`src/rtl/itg_pkg.sv`:
```
// ---------------------------------------------------------------------------
// itg_pkg: shared types and constants for the tile grid generator
// Split strategy codes, field widths and the divider result bundle.
// ---------------------------------------------------------------------------
`default_nettype none

package itg_pkg;

  // field widths
  localparam int COORD_W = 16;
  localparam int CNT_W   = 7;
  localparam int ID_W    = 6;
  localparam int ROOT_W  = 4;
  localparam int SQ_W    = 8;
  localparam int STEP_W  = 4;

  // split strategy codes
  typedef enum logic [1:0] {
    STRAT_VERT   = 2'd0,
    STRAT_HORZ   = 2'd1,
    STRAT_RECT   = 2'd2,
    STRAT_SINGLE = 2'd3
  } strategy_t;

  // quotient and remainder from the shared divider
  typedef struct packed {
    logic [COORD_W-1:0] quot;
    logic [CNT_W-1:0]   rem;
  } div_res_t;

  // smallest power of two not below v (v is at most 11 here)
  function automatic logic [CNT_W-1:0] pow2_ceil(input logic [ROOT_W-1:0] v);
    logic [ROOT_W:0] p;
    p = (ROOT_W+1)'(1);
    for (int i = 0; i < ROOT_W; i++) begin
      if (p < {1'b0, v}) begin
        p = {p[ROOT_W-1:0], 1'b0};
      end
    end
    return {{(CNT_W-ROOT_W-1){1'b0}}, p};
  endfunction

endpackage

`default_nettype wire

```
`src/rtl/itg_div.sv`:
```
// ---------------------------------------------------------------------------
// itg_div: shared restoring divider
// Divides a 16-bit value by a 7-bit nonzero divisor, one quotient bit a cycle.
// ---------------------------------------------------------------------------
`default_nettype none

module itg_div
  import itg_pkg::*;
(
  input  wire logic               clk,
  input  wire logic               rst,
  input  wire logic               go,
  input  wire logic [COORD_W-1:0] dividend,
  input  wire logic [CNT_W-1:0]   divisor,
  output logic                    done,
  output div_res_t                res
);

  logic               running;
  logic [STEP_W-1:0]  step;
  logic [COORD_W-1:0] shreg;
  logic [CNT_W-1:0]   rem;
  logic [CNT_W-1:0]   dsr;

  logic [CNT_W:0]     trial;
  logic [CNT_W:0]     diff;
  logic               fits;
  logic [CNT_W-1:0]   rem_next;

  // one trial subtraction per cycle
  always_comb begin
    trial    = {rem, shreg[COORD_W-1]};
    diff     = trial - {1'b0, dsr};
    fits     = (trial >= {1'b0, dsr});
    rem_next = fits ? diff[CNT_W-1:0] : trial[CNT_W-1:0];
  end

  // control
  always_ff @(posedge clk) begin
    if (rst) begin
      running <= 1'b0;
      done    <= 1'b0;
      step    <= '0;
    end else begin
      done <= 1'b0;
      if (go) begin
        running <= 1'b1;
        step    <= '0;
      end else if (running) begin
        step <= step + STEP_W'(1);
        if (step == STEP_W'(COORD_W - 1)) begin
          running <= 1'b0;
          done    <= 1'b1;
        end
      end
    end
  end

  // datapath
  always_ff @(posedge clk) begin
    if (go) begin
      shreg <= dividend;
      rem   <= '0;
      dsr   <= divisor;
    end else if (running) begin
      shreg <= {shreg[COORD_W-2:0], fits};
      rem   <= rem_next;
    end
  end

  assign res.quot = shreg;
  assign res.rem  = rem;

endmodule

`default_nettype wire

```
`src/rtl/image_tile_grid_generator_core.sv`:
```
// ---------------------------------------------------------------------------
// image_tile_grid_generator_core: tile grid generator
// Splits an image into a row-major grid of tiles and emits one tile a cycle.
// ---------------------------------------------------------------------------
// setup: rectangles first step an integer square root; then up to three
// passes of the shared divider (rows, column step, row step) run before the
// first tile appears, then one tile per cycle.
// a request occupies the block (busy high) until its last tile; the divider
// sets the setup time. results cannot be stalled.
// reset: rst (synchronous) returns the sequencer to idle with no tile pending.
`default_nettype none

module image_tile_grid_generator_core
  import itg_pkg::*;
#(
  parameter int MAX_TILES = 64
)(
  input  wire logic               clk,
  input  wire logic               rst,
  input  wire logic               start,
  output logic                    busy,
  input  wire logic [1:0]         strategy,
  input  wire logic [CNT_W-1:0]   tile_count,
  input  wire logic [COORD_W-1:0] frame_width,
  input  wire logic [COORD_W-1:0] frame_height,
  output logic                    tile_valid,
  output logic [ID_W-1:0]         tile_id,
  output logic [COORD_W-1:0]      origin_x,
  output logic [COORD_W-1:0]      origin_y,
  output logic [COORD_W-1:0]      extent_x,
  output logic [COORD_W-1:0]      extent_y,
  output logic                    last_tile
);

  typedef enum logic [2:0] {
    S_IDLE,
    S_ROOT,
    S_ROWS,
    S_CHECK,
    S_DIVX,
    S_DIVY,
    S_EMIT
  } state_t;

  state_t state;

  logic [CNT_W-1:0]   count_r;
  logic [COORD_W-1:0] width_r;
  logic [COORD_W-1:0] height_r;
  logic [CNT_W-1:0]   cols;
  logic [CNT_W-1:0]   rows;
  logic [ROOT_W-1:0]  s_r;
  logic [SQ_W-1:0]    sq_r;
  logic [SQ_W-1:0]    ssq_r;

  logic               div_go;
  logic [COORD_W-1:0] div_a;
  logic [CNT_W-1:0]   div_b;
  logic               div_done;
  div_res_t           div_res;

  logic [COORD_W-1:0] qx;
  logic [CNT_W-1:0]   rx;
  logic [COORD_W-1:0] qy;
  logic [CNT_W-1:0]   ry;

  logic [CNT_W-1:0]   c_cnt;
  logic [CNT_W-1:0]   r_cnt;
  logic [CNT_W-1:0]   n_cnt;
  logic [COORD_W-1:0] x0;
  logic [CNT_W-1:0]   xrem;
  logic [COORD_W-1:0] y0;
  logic [CNT_W-1:0]   yrem;

  logic [CNT_W-1:0]   count_sat;
  logic [CNT_W:0]     xsum;
  logic [CNT_W:0]     ysum;
  logic               xcarry;
  logic               ycarry;
  logic [COORD_W-1:0] dx;
  logic [COORD_W-1:0] dy;
  logic [CNT_W-1:0]   xrem_next;
  logic [CNT_W-1:0]   yrem_next;
  logic               last_col;
  logic               last_row;
  logic [CNT_W-1:0]   cols_pow2;

  // shared divider
  itg_div u_div (
    .clk      (clk),
    .rst      (rst),
    .go       (div_go),
    .dividend (div_a),
    .divisor  (div_b),
    .done     (div_done),
    .res      (div_res)
  );

  // tile count saturation
  assign count_sat = (32'(tile_count) > MAX_TILES) ? CNT_W'(MAX_TILES) : tile_count;

  assign cols_pow2 = pow2_ceil(s_r);

  // incremental edge stepping: edge(i+1) = edge(i) + q + carry of the remainder
  always_comb begin
    xsum      = {1'b0, xrem} + {1'b0, rx};
    xcarry    = (xsum >= {1'b0, cols});
    xrem_next = xcarry ? CNT_W'(xsum - {1'b0, cols}) : xsum[CNT_W-1:0];
    dx        = qx + COORD_W'(xcarry);
    ysum      = {1'b0, yrem} + {1'b0, ry};
    ycarry    = (ysum >= {1'b0, rows});
    yrem_next = ycarry ? CNT_W'(ysum - {1'b0, rows}) : ysum[CNT_W-1:0];
    dy        = qy + COORD_W'(ycarry);
    last_col  = (c_cnt == cols - CNT_W'(1));
    last_row  = (r_cnt == rows - CNT_W'(1));
  end

  assign busy = (state != S_IDLE);

  // sequencer
  always_ff @(posedge clk) begin
    if (rst) begin
      state      <= S_IDLE;
      tile_valid <= 1'b0;
      div_go     <= 1'b0;
    end else begin
      tile_valid <= 1'b0;
      div_go     <= 1'b0;
      unique case (state)
        S_IDLE: begin
          if (start) begin
            count_r  <= count_sat;
            width_r  <= frame_width;
            height_r <= frame_height;
            s_r      <= '0;
            sq_r     <= SQ_W'(1);
            ssq_r    <= '0;
            unique case (strategy_t'(strategy))
              STRAT_VERT: begin
                cols  <= count_sat;
                rows  <= CNT_W'(1);
                state <= S_CHECK;
              end
              STRAT_HORZ: begin
                cols  <= CNT_W'(1);
                rows  <= count_sat;
                state <= S_CHECK;
              end
              STRAT_RECT: begin
                state <= S_ROOT;
              end
              STRAT_SINGLE: begin
                cols  <= CNT_W'(1);
                rows  <= CNT_W'(1);
                state <= S_CHECK;
              end
              default: state <= S_IDLE;
            endcase
          end
        end
        // integer square root by stepping odd increments
        S_ROOT: begin
          if ({1'b0, count_r} >= sq_r) begin
            s_r   <= s_r + ROOT_W'(1);
            ssq_r <= sq_r;
            sq_r  <= sq_r + SQ_W'({s_r, 1'b0}) + SQ_W'(3);
          end else if (ssq_r == {1'b0, count_r}) begin
            cols  <= CNT_W'(s_r);
            rows  <= CNT_W'(s_r);
            state <= S_CHECK;
          end else begin
            cols   <= cols_pow2;
            div_a  <= COORD_W'(count_r);
            div_b  <= cols_pow2;
            div_go <= 1'b1;
            state  <= S_ROWS;
          end
        end
        S_ROWS: begin
          if (div_done) begin
            rows  <= div_res.quot[CNT_W-1:0];
            state <= S_CHECK;
          end
        end
        S_CHECK: begin
          if ((cols == '0) || (rows == '0)) begin
            state <= S_IDLE;
          end else begin
            div_a  <= width_r;
            div_b  <= cols;
            div_go <= 1'b1;
            state  <= S_DIVX;
          end
        end
        S_DIVX: begin
          if (div_done) begin
            qx     <= div_res.quot;
            rx     <= div_res.rem;
            div_a  <= height_r;
            div_b  <= rows;
            div_go <= 1'b1;
            state  <= S_DIVY;
          end
        end
        S_DIVY: begin
          if (div_done) begin
            qy    <= div_res.quot;
            ry    <= div_res.rem;
            c_cnt <= '0;
            r_cnt <= '0;
            n_cnt <= '0;
            x0    <= '0;
            xrem  <= '0;
            y0    <= '0;
            yrem  <= '0;
            state <= S_EMIT;
          end
        end
        // one tile per cycle, columns fastest
        S_EMIT: begin
          tile_valid <= 1'b1;
          tile_id    <= n_cnt[ID_W-1:0];
          origin_x   <= x0;
          origin_y   <= y0;
          extent_x   <= dx;
          extent_y   <= dy;
          last_tile  <= last_col && last_row;
          n_cnt      <= n_cnt + CNT_W'(1);
          if (last_col) begin
            c_cnt <= '0;
            x0    <= '0;
            xrem  <= '0;
            if (last_row) begin
              state <= S_IDLE;
            end else begin
              r_cnt <= r_cnt + CNT_W'(1);
              y0    <= y0 + dy;
              yrem  <= yrem_next;
            end
          end else begin
            c_cnt <= c_cnt + CNT_W'(1);
            x0    <= x0 + dx;
            xrem  <= xrem_next;
          end
        end
        default: state <= S_IDLE;
      endcase
    end
  end

endmodule

`default_nettype wire

```
`config.mk`:
```
export PLATFORM = sky130hd
export DESIGN_NAME = image_tile_grid_generator_core
export DESIGN_NICKNAME = d
export VERILOG_FILES = /design/src/rtl/itg_pkg.sv /design/src/rtl/itg_div.sv /design/src/rtl/image_tile_grid_generator_core.sv
export SDC_FILE = /design/constraint.sdc
export NUM_CORES = 1
export LEC_CHECK = 0
export ABC_AREA = 0
export ABC_CLOCK_PERIOD_IN_PS = 4900
export BUFFER_PORTS_ARGS = -buffer_cell sky130_fd_sc_hd__buf_2
export CAP_MARGIN = 20
export CORE_ASPECT_RATIO = 1.1
export CORE_MARGIN = 2
export CORE_UTILIZATION = 40
export DETAILED_ROUTE_END_ITERATION = 8
export SLEW_MARGIN = 10
export SYNTH_ARGS = -nofsm -noshare
export SYNTH_HDL_FRONTEND = slang
export SYNTH_HIERARCHICAL = 1
export SYNTH_SLANG_ARGS = --single-unit
```
`constraint.sdc`:
```
create_clock -name clk -period 4.9 [get_ports clk]
set_input_delay 1.225 -clock clk [delete_from_list [all_inputs] [get_ports clk]]
set_output_delay 1.225 -clock clk [all_outputs]
set_load 0.02 [all_outputs]
```
==> impl_metrics.toml, run 1 <==
[yosys]
netlist_area_mm2 = 0.0164
syn_inst = 1331
ys.flop_type = "edfxtp_1"
avgSynthCellArea_um2 = 12.3
yosys_warnings = 6
async_flop_share_pct = 0
ys_seq_elements = 320
synth-edff-count = 302
ys_seq_area_share_pct = 57.6
synth_nets = 1487
yosysUniqueCellTypes = 81

[worst_setup_path]
critPathRequiredTime_ps = 5200
crit_arrival_ps = 5150
crit_path_end_kind = "register"
crit_type = "register to register"
startpoint_type = "register"
cp_max_fo = 4

[final_layout]
nets = 1728
fill_cells = 3530
multi_input_area_mm2 = 0.00714
final_common_cell = "edfxtp_1"
final_cell_mix = "edfxtp_1, buf_4, buf_2, nor2_1, ha_1"
drive_above_1_share_pct = 27.6
utilization_pct = 50.3
seq_area_mm2 = 0.00943
areaGrowthSynthToFinish_pct = 23.6

[clock_network]
cts_made_buffers = 35
cts_tree = "done"
clock_path_buffers = 3
cts_hold_buf = 0
cts.sinks = 320
cts-root-buf = "clkbuf_16"
clock_latency_ps = 550
clk_pin_slew_worst_paths_ps = 60
htreeDepth = 2

[timing]
rsz0062_at_grt = "yes"
finalMaxSlewViolations = 0
post-route-period-util_pct = 99.1
finalHoldViolations = 0
fmax_ghz = 0.206
period_minus_slack_ps = 4860
worstMarginPinSlew_ps = 1080
relSlewSlack_pct = 28.0
skew_ps = 29.1
fin_ws_ps = 44.3
setup_viol = 0

[die]
initial_utilization_pct = 40.7
die_h_um = 216
die_w_um = 197
rows = 77
dieArea_mm2 = 0.0426
num_io_pins = 117
core_area_mm2 = 0.0403

[grt]
overflow = 0
grt_usage_pct = 17.2
grt_antenna_before_repair = 0
grt_max_degree = 72
grt_pass1_vias = 10992
grt_pass1_wl_um = 57400

[pwr]
finalPower_w = 0.00766
power_leakage_nw = 7.87
power.density_mw_per_mm2 = 378
ir_drop_v = 0.000323

[placed_design]
preCtsSetupSlack_ps = -190
dp_hpwl_um = 26100
gp_congestion = 0.839
portBuffers = 116

[worst_hold_path]
hold_path.class = "register to register"

[drt]
post-route-drc-count = 0
wl_um = 36600
drt_iter0_drc = 668
drtAntennaViolNets = 0
viasPerCell = 5.21
num_vias = 10999
wl_per_cell_um = 17.3
firstDrtPassIters = 5

[run]
max_cap_violations = 0

[status]
outcome = "complete, no violations"
## report_power, final
group	internal, W	total (W)	switching (W)
clock	0.00162	0.00269	0.00107
combinational	0.000630	0.00146	0.000830
sequential	0.00327	0.00351	0.000235
total	0.00552	0.00766	0.00214
## sequential cells by signal, summed over array words and instances (netlist names), 8 cells and up
signal,count
width_r,16
u_div/shreg,16
ssq_r,8
y0,16
x0,16
height_r,16
sq_r,8
origin_y,16
extent_x,16
origin_x,16
div_a,16
extent_y,16
qy,16
qx,16
## synthesized netlist by cell type (14+ instances only)
master    count  area share (%)
nor2_1      120             2.7
clkbuf_1     25            0.57
xnor2_1      78             4.2
ha_1        104             7.9
nor3_1       24            0.73
a21oi_1      56             1.7
edfxtp_1    302              55
nand3_1      32            0.98
inv_1        79             1.8
a21o_1       22             1.0
nand4_1      15            0.57
a211oi_1     14            0.64
o21ai_0      46             1.4
a22oi_1      16            0.73
nand2b_1     16            0.61
dfxtp_1      18             2.2
nand2_1      77             1.8
mux2_2       18             1.2
xor2_1       44             2.4
nor2b_1      18            0.69
## path summary, 6_finish.rpt
kind                            startpoint           end  slack (ps)  depth (start not counted)
worst min register to register    div_b[5]  u_div/dsr[5]         410                          0
worst min-delay path              div_b[5]  u_div/dsr[5]         410                          0
worst max register to register     xrem[0]        x0[10]          40                         23
worst max-delay path               xrem[0]        x0[10]          40                         23
## critical path, stage by stage (launching register included)
cell,delay [ps]
edfxtp_1,410
ha_4,190
fa_2,360
a21o_1,200
a21oi_2,210
o21bai_1,110
a21oi_1,180
xnor2_1,160
ha_1,290
o21ai_2,80
nor4b_4,250
inv_2,100
ha_4,190
buf_4,150
nand2_4,70
nor2_1,50
nand2_1,110
xnor2_2,110
ha_2,240
or3_4,380
o22ai_4,150
o21bai_1,110
a21oi_2,150
mux2_2,350
## what timing repair did
item | 4_1_cts | 5_1_grt
pin swaps | 14 | 78
setup endpoints to repair | 12 | 27
setup buffers | 4 | 15
resized for setup | 28 | 91
## per-stage QoR
stage	cell area (um2)	instances	TNS [ps]	hold WS [ps]
2_1_floorplan	16400	1331	-0.733	400
3_3_place_gp	18300	2027	-483	409
3_5_place_dp	18300	2027	-1130	406
4_1_cts	19600	2094	0	414
5_1_grt	20200	2111	-1310	431
6_report	20200	2112	0	414
## cells by family after synthesis
kind of cell / synth area share, %
XOR/XNOR: 6.62
AO/OA/AOI/OAI: 11.0
flip-flops: 57.6
adder cells (fa/ha/maj): 8.92
AND/OR/NAND/NOR: 11.0
multiplexers: 1.97
buffers and inverters: 2.90
## layout make-up
type | instances | share of cell area, %
sequential | 320 | 46.6
multi-input combinational | 893 | 35.2
timing repair buffer | 243 | 7.75
clock buffer | 42 | 4.56
tap | 513 | 3.17
inverter | 79 | 1.46
clock inverter | 21 | 1.23
antenna | 1 | 0.0124
## layer usage
layer | wire length (um) | vias up | track usage [%]
met5 | 0 | - | 0
met3 | 1660 | 69 | 3.13
met4 | 1080 | 0 | 5.91
met1 | 16200 | 5288 | 22.4
li1 | - | 5384 | -
met2 | 17700 | 258 | 29.0
(Power assumes the default switching activity.)
==> inputs of run 2 (changes only) <==
CORE_MARGIN = 3   (was 2)
==> run 2 against run 1 <==
- first-iteration DRC count fell by 22%
- hold slack improved by 14 ps
- combinational power barely moved
- routed wire length up 0.51%
- power rose by 0.43%
- fmax grew 1.2%
- utilization is 0.18 points lower
- via count up 0.57%
- die area is 1.9% higher
- critical endpoint is now y0[15]
==> impl_metrics.toml, run 2 (synthesized netlist as in run 1, its figures left out) <==
[drt]
firstDrtPassIters = 5
wl_um = 36800
wl_met3_um = 1820
viasPerCell = 5.22
wl_per_cell_um = 17.4
drtAntennaViolNets = 0
post-route-drc-count = 0
met1_length_um = 15800
topRoutingLayerUsed = "met4"
num_vias = 11062
wl_met2_um = 17900
drt_iter0_drc = 522

[die]
num_io_pins = 117
die_w_um = 199
dieArea_mm2 = 0.0434
initial_utilization_pct = 40.7
core_area_mm2 = 0.0403
rows = 77
die_h_um = 218

[worst_setup_path]
crit_path_end_kind = "register"
startpoint_type = "register"
worstPathBufferInverterCount = 1
worstPathCellList = "ha_2, fa_2, a21o_1, a21oi_2, o21bai_1, a21oi_1, xnor2_1, ha_1, o21ai_1, o211ai_1, ha_2, buf_6, nand2_4, or4_4, xnor2_2, ha_4, o21ai_0, nand2b_1, a21oi_2, a31oi_4, a31oi_2, xnor2_1, nor2_1"
crit_family = "compound AO/OA/AOI/OAI gates"
ff2ff_setup_slack_ps = 100
crit_type = "register to register"
cp_max_fo = 4
max_stage_delay_ps = 540
crit_arrival_ps = 5090
critPathRequiredTime_ps = 5190
crit_slowest_cell = "or4_4"

[clock_network]
cts_tree = "done"
clk_pin_slew_worst_paths_ps = 60
cts_made_buffers = 36
htreeDepth = 2
cts.sinks = 320
cts-root-buf = "clkbuf_16"
clock_path_buffers = 3
clock_latency_ps = 550
cts_hold_buf = 0

[grt]
grt_usage_pct = 17.0
grt_pass1_wl_um = 58000
grt_max_degree = 72
grt_pass1_vias = 10959
overflow = 0
grt_antenna_before_repair = 1

[pwr]
ir_drop_v = 0.000278
power_leakage_nw = 7.88
power.density_mw_per_mm2 = 381

[final_layout]
fill_cells = 3590
design_area_mm2 = 0.0202
multi_input_area_mm2 = 0.00700
final_common_cell = "edfxtp_1"
seq_area_mm2 = 0.00943
n_antenna_cell = 0
final_cell_mix = "edfxtp_1, buf_4, buf_2, nor2_1, ha_1"
drive_above_1_share_pct = 27.4
nets = 1735
areaGrowthSynthToFinish_pct = 23.2

[timing]
post-route-period-util_pct = 97.9
fmax_ghz = 0.208
tns_ps = 0
rsz0062_at_grt = "yes"
finalHoldViolations = 0
worstMarginPinSlew_ps = 1000
relSlewSlack_pct = 32.5
skew_ps = 12.9
finalMaxSlewViolations = 0
setup_viol = 0
period_minus_slack_ps = 4800

[placed_design]
portBuffers = 116
gp_congestion = 0.849
dpl_cell_area_mm2 = 0.0184
dp_hpwl_um = 26400

[status]
outcome = "complete, no violations"

[worst_hold_path]
hold_path.class = "register to register"

[run]
max_cap_violations = 0
## run 2: changes by cell type in the layout (fill, tap and decap cells not counted), sizes merged
cell and delta:
buf +6, bufinv -1, clkinv +4, clkinvlp -1
diode -1, inv +1
## run 2: final cells by class
class                      instances  area share, %
clock buffer                      42           4.63
clock inverter                    24           1.33
inverter                          79           1.47
multi-input combinational        893           34.7
sequential                       320           46.7
tap                              513           3.18
timing repair buffer             249           7.97
## run 2: worst register-to-register path: cells and delay by family, from the launching register on
kind	cells	cell delay [ps]
AOI/OAI and AO/OA	10	1410
adders and majority gates	5	1380
and+or+nand+nor	4	730
xor gates and xnor gates	3	510
DFF	1	370
buffers and inverters	1	110
## run 2: routing by layer
metal	vias up	track usage (%)
met5	-	0
met4	0	6.98
met3	71	2.73
met2	282	28.8
met1	5291	21.8
li1	5418	-
## run 2: timing repair
item	in CTS	in global routing
buffers inserted	4	12
resized for setup	29	70
setup endpoints to repair	14	17
pin swaps	11	43
## run 2: worst paths after layout
kind | start | end | cells after the start
setup / recovery | ry[0] | y0[15] | 23
hold / removal | div_b[1] | u_div/dsr[1] | 0
setup reg to reg | ry[0] | y0[15] | 23
hold reg to reg | div_b[1] | u_div/dsr[1] | 0
## run 2: stage by stage
step / utilization (%) / total power [W] / setup WS (ps) / std cells / hold slack (ps)
6_report: 50.1 / 0.00769 / 103 / 2120 / 428
5_1_grt: 50.1 / 0.00809 / -150 / 2120 / 432
4_1_cts: 49.1 / 0.00777 / -14.5 / 2107 / 427
3_5_place_dp: 45.6 / 0.00498 / -243 / 2037 / 411
3_3_place_gp: 45.6 / 0.00495 / -162 / 2036 / 406
2_1_floorplan: - / 0.00452 / -0.733 / 1331 / 400
## run 2: report_power, final
part / total (W) / switching [W] / internal (W)
sequential: 0.00351 / 0.000232 / 0.00327
clock: 0.00274 / 0.00114 / 0.00160
combinational: 0.00145 / 0.000814 / 0.000633
total: 0.00769 / 0.00218 / 0.00551
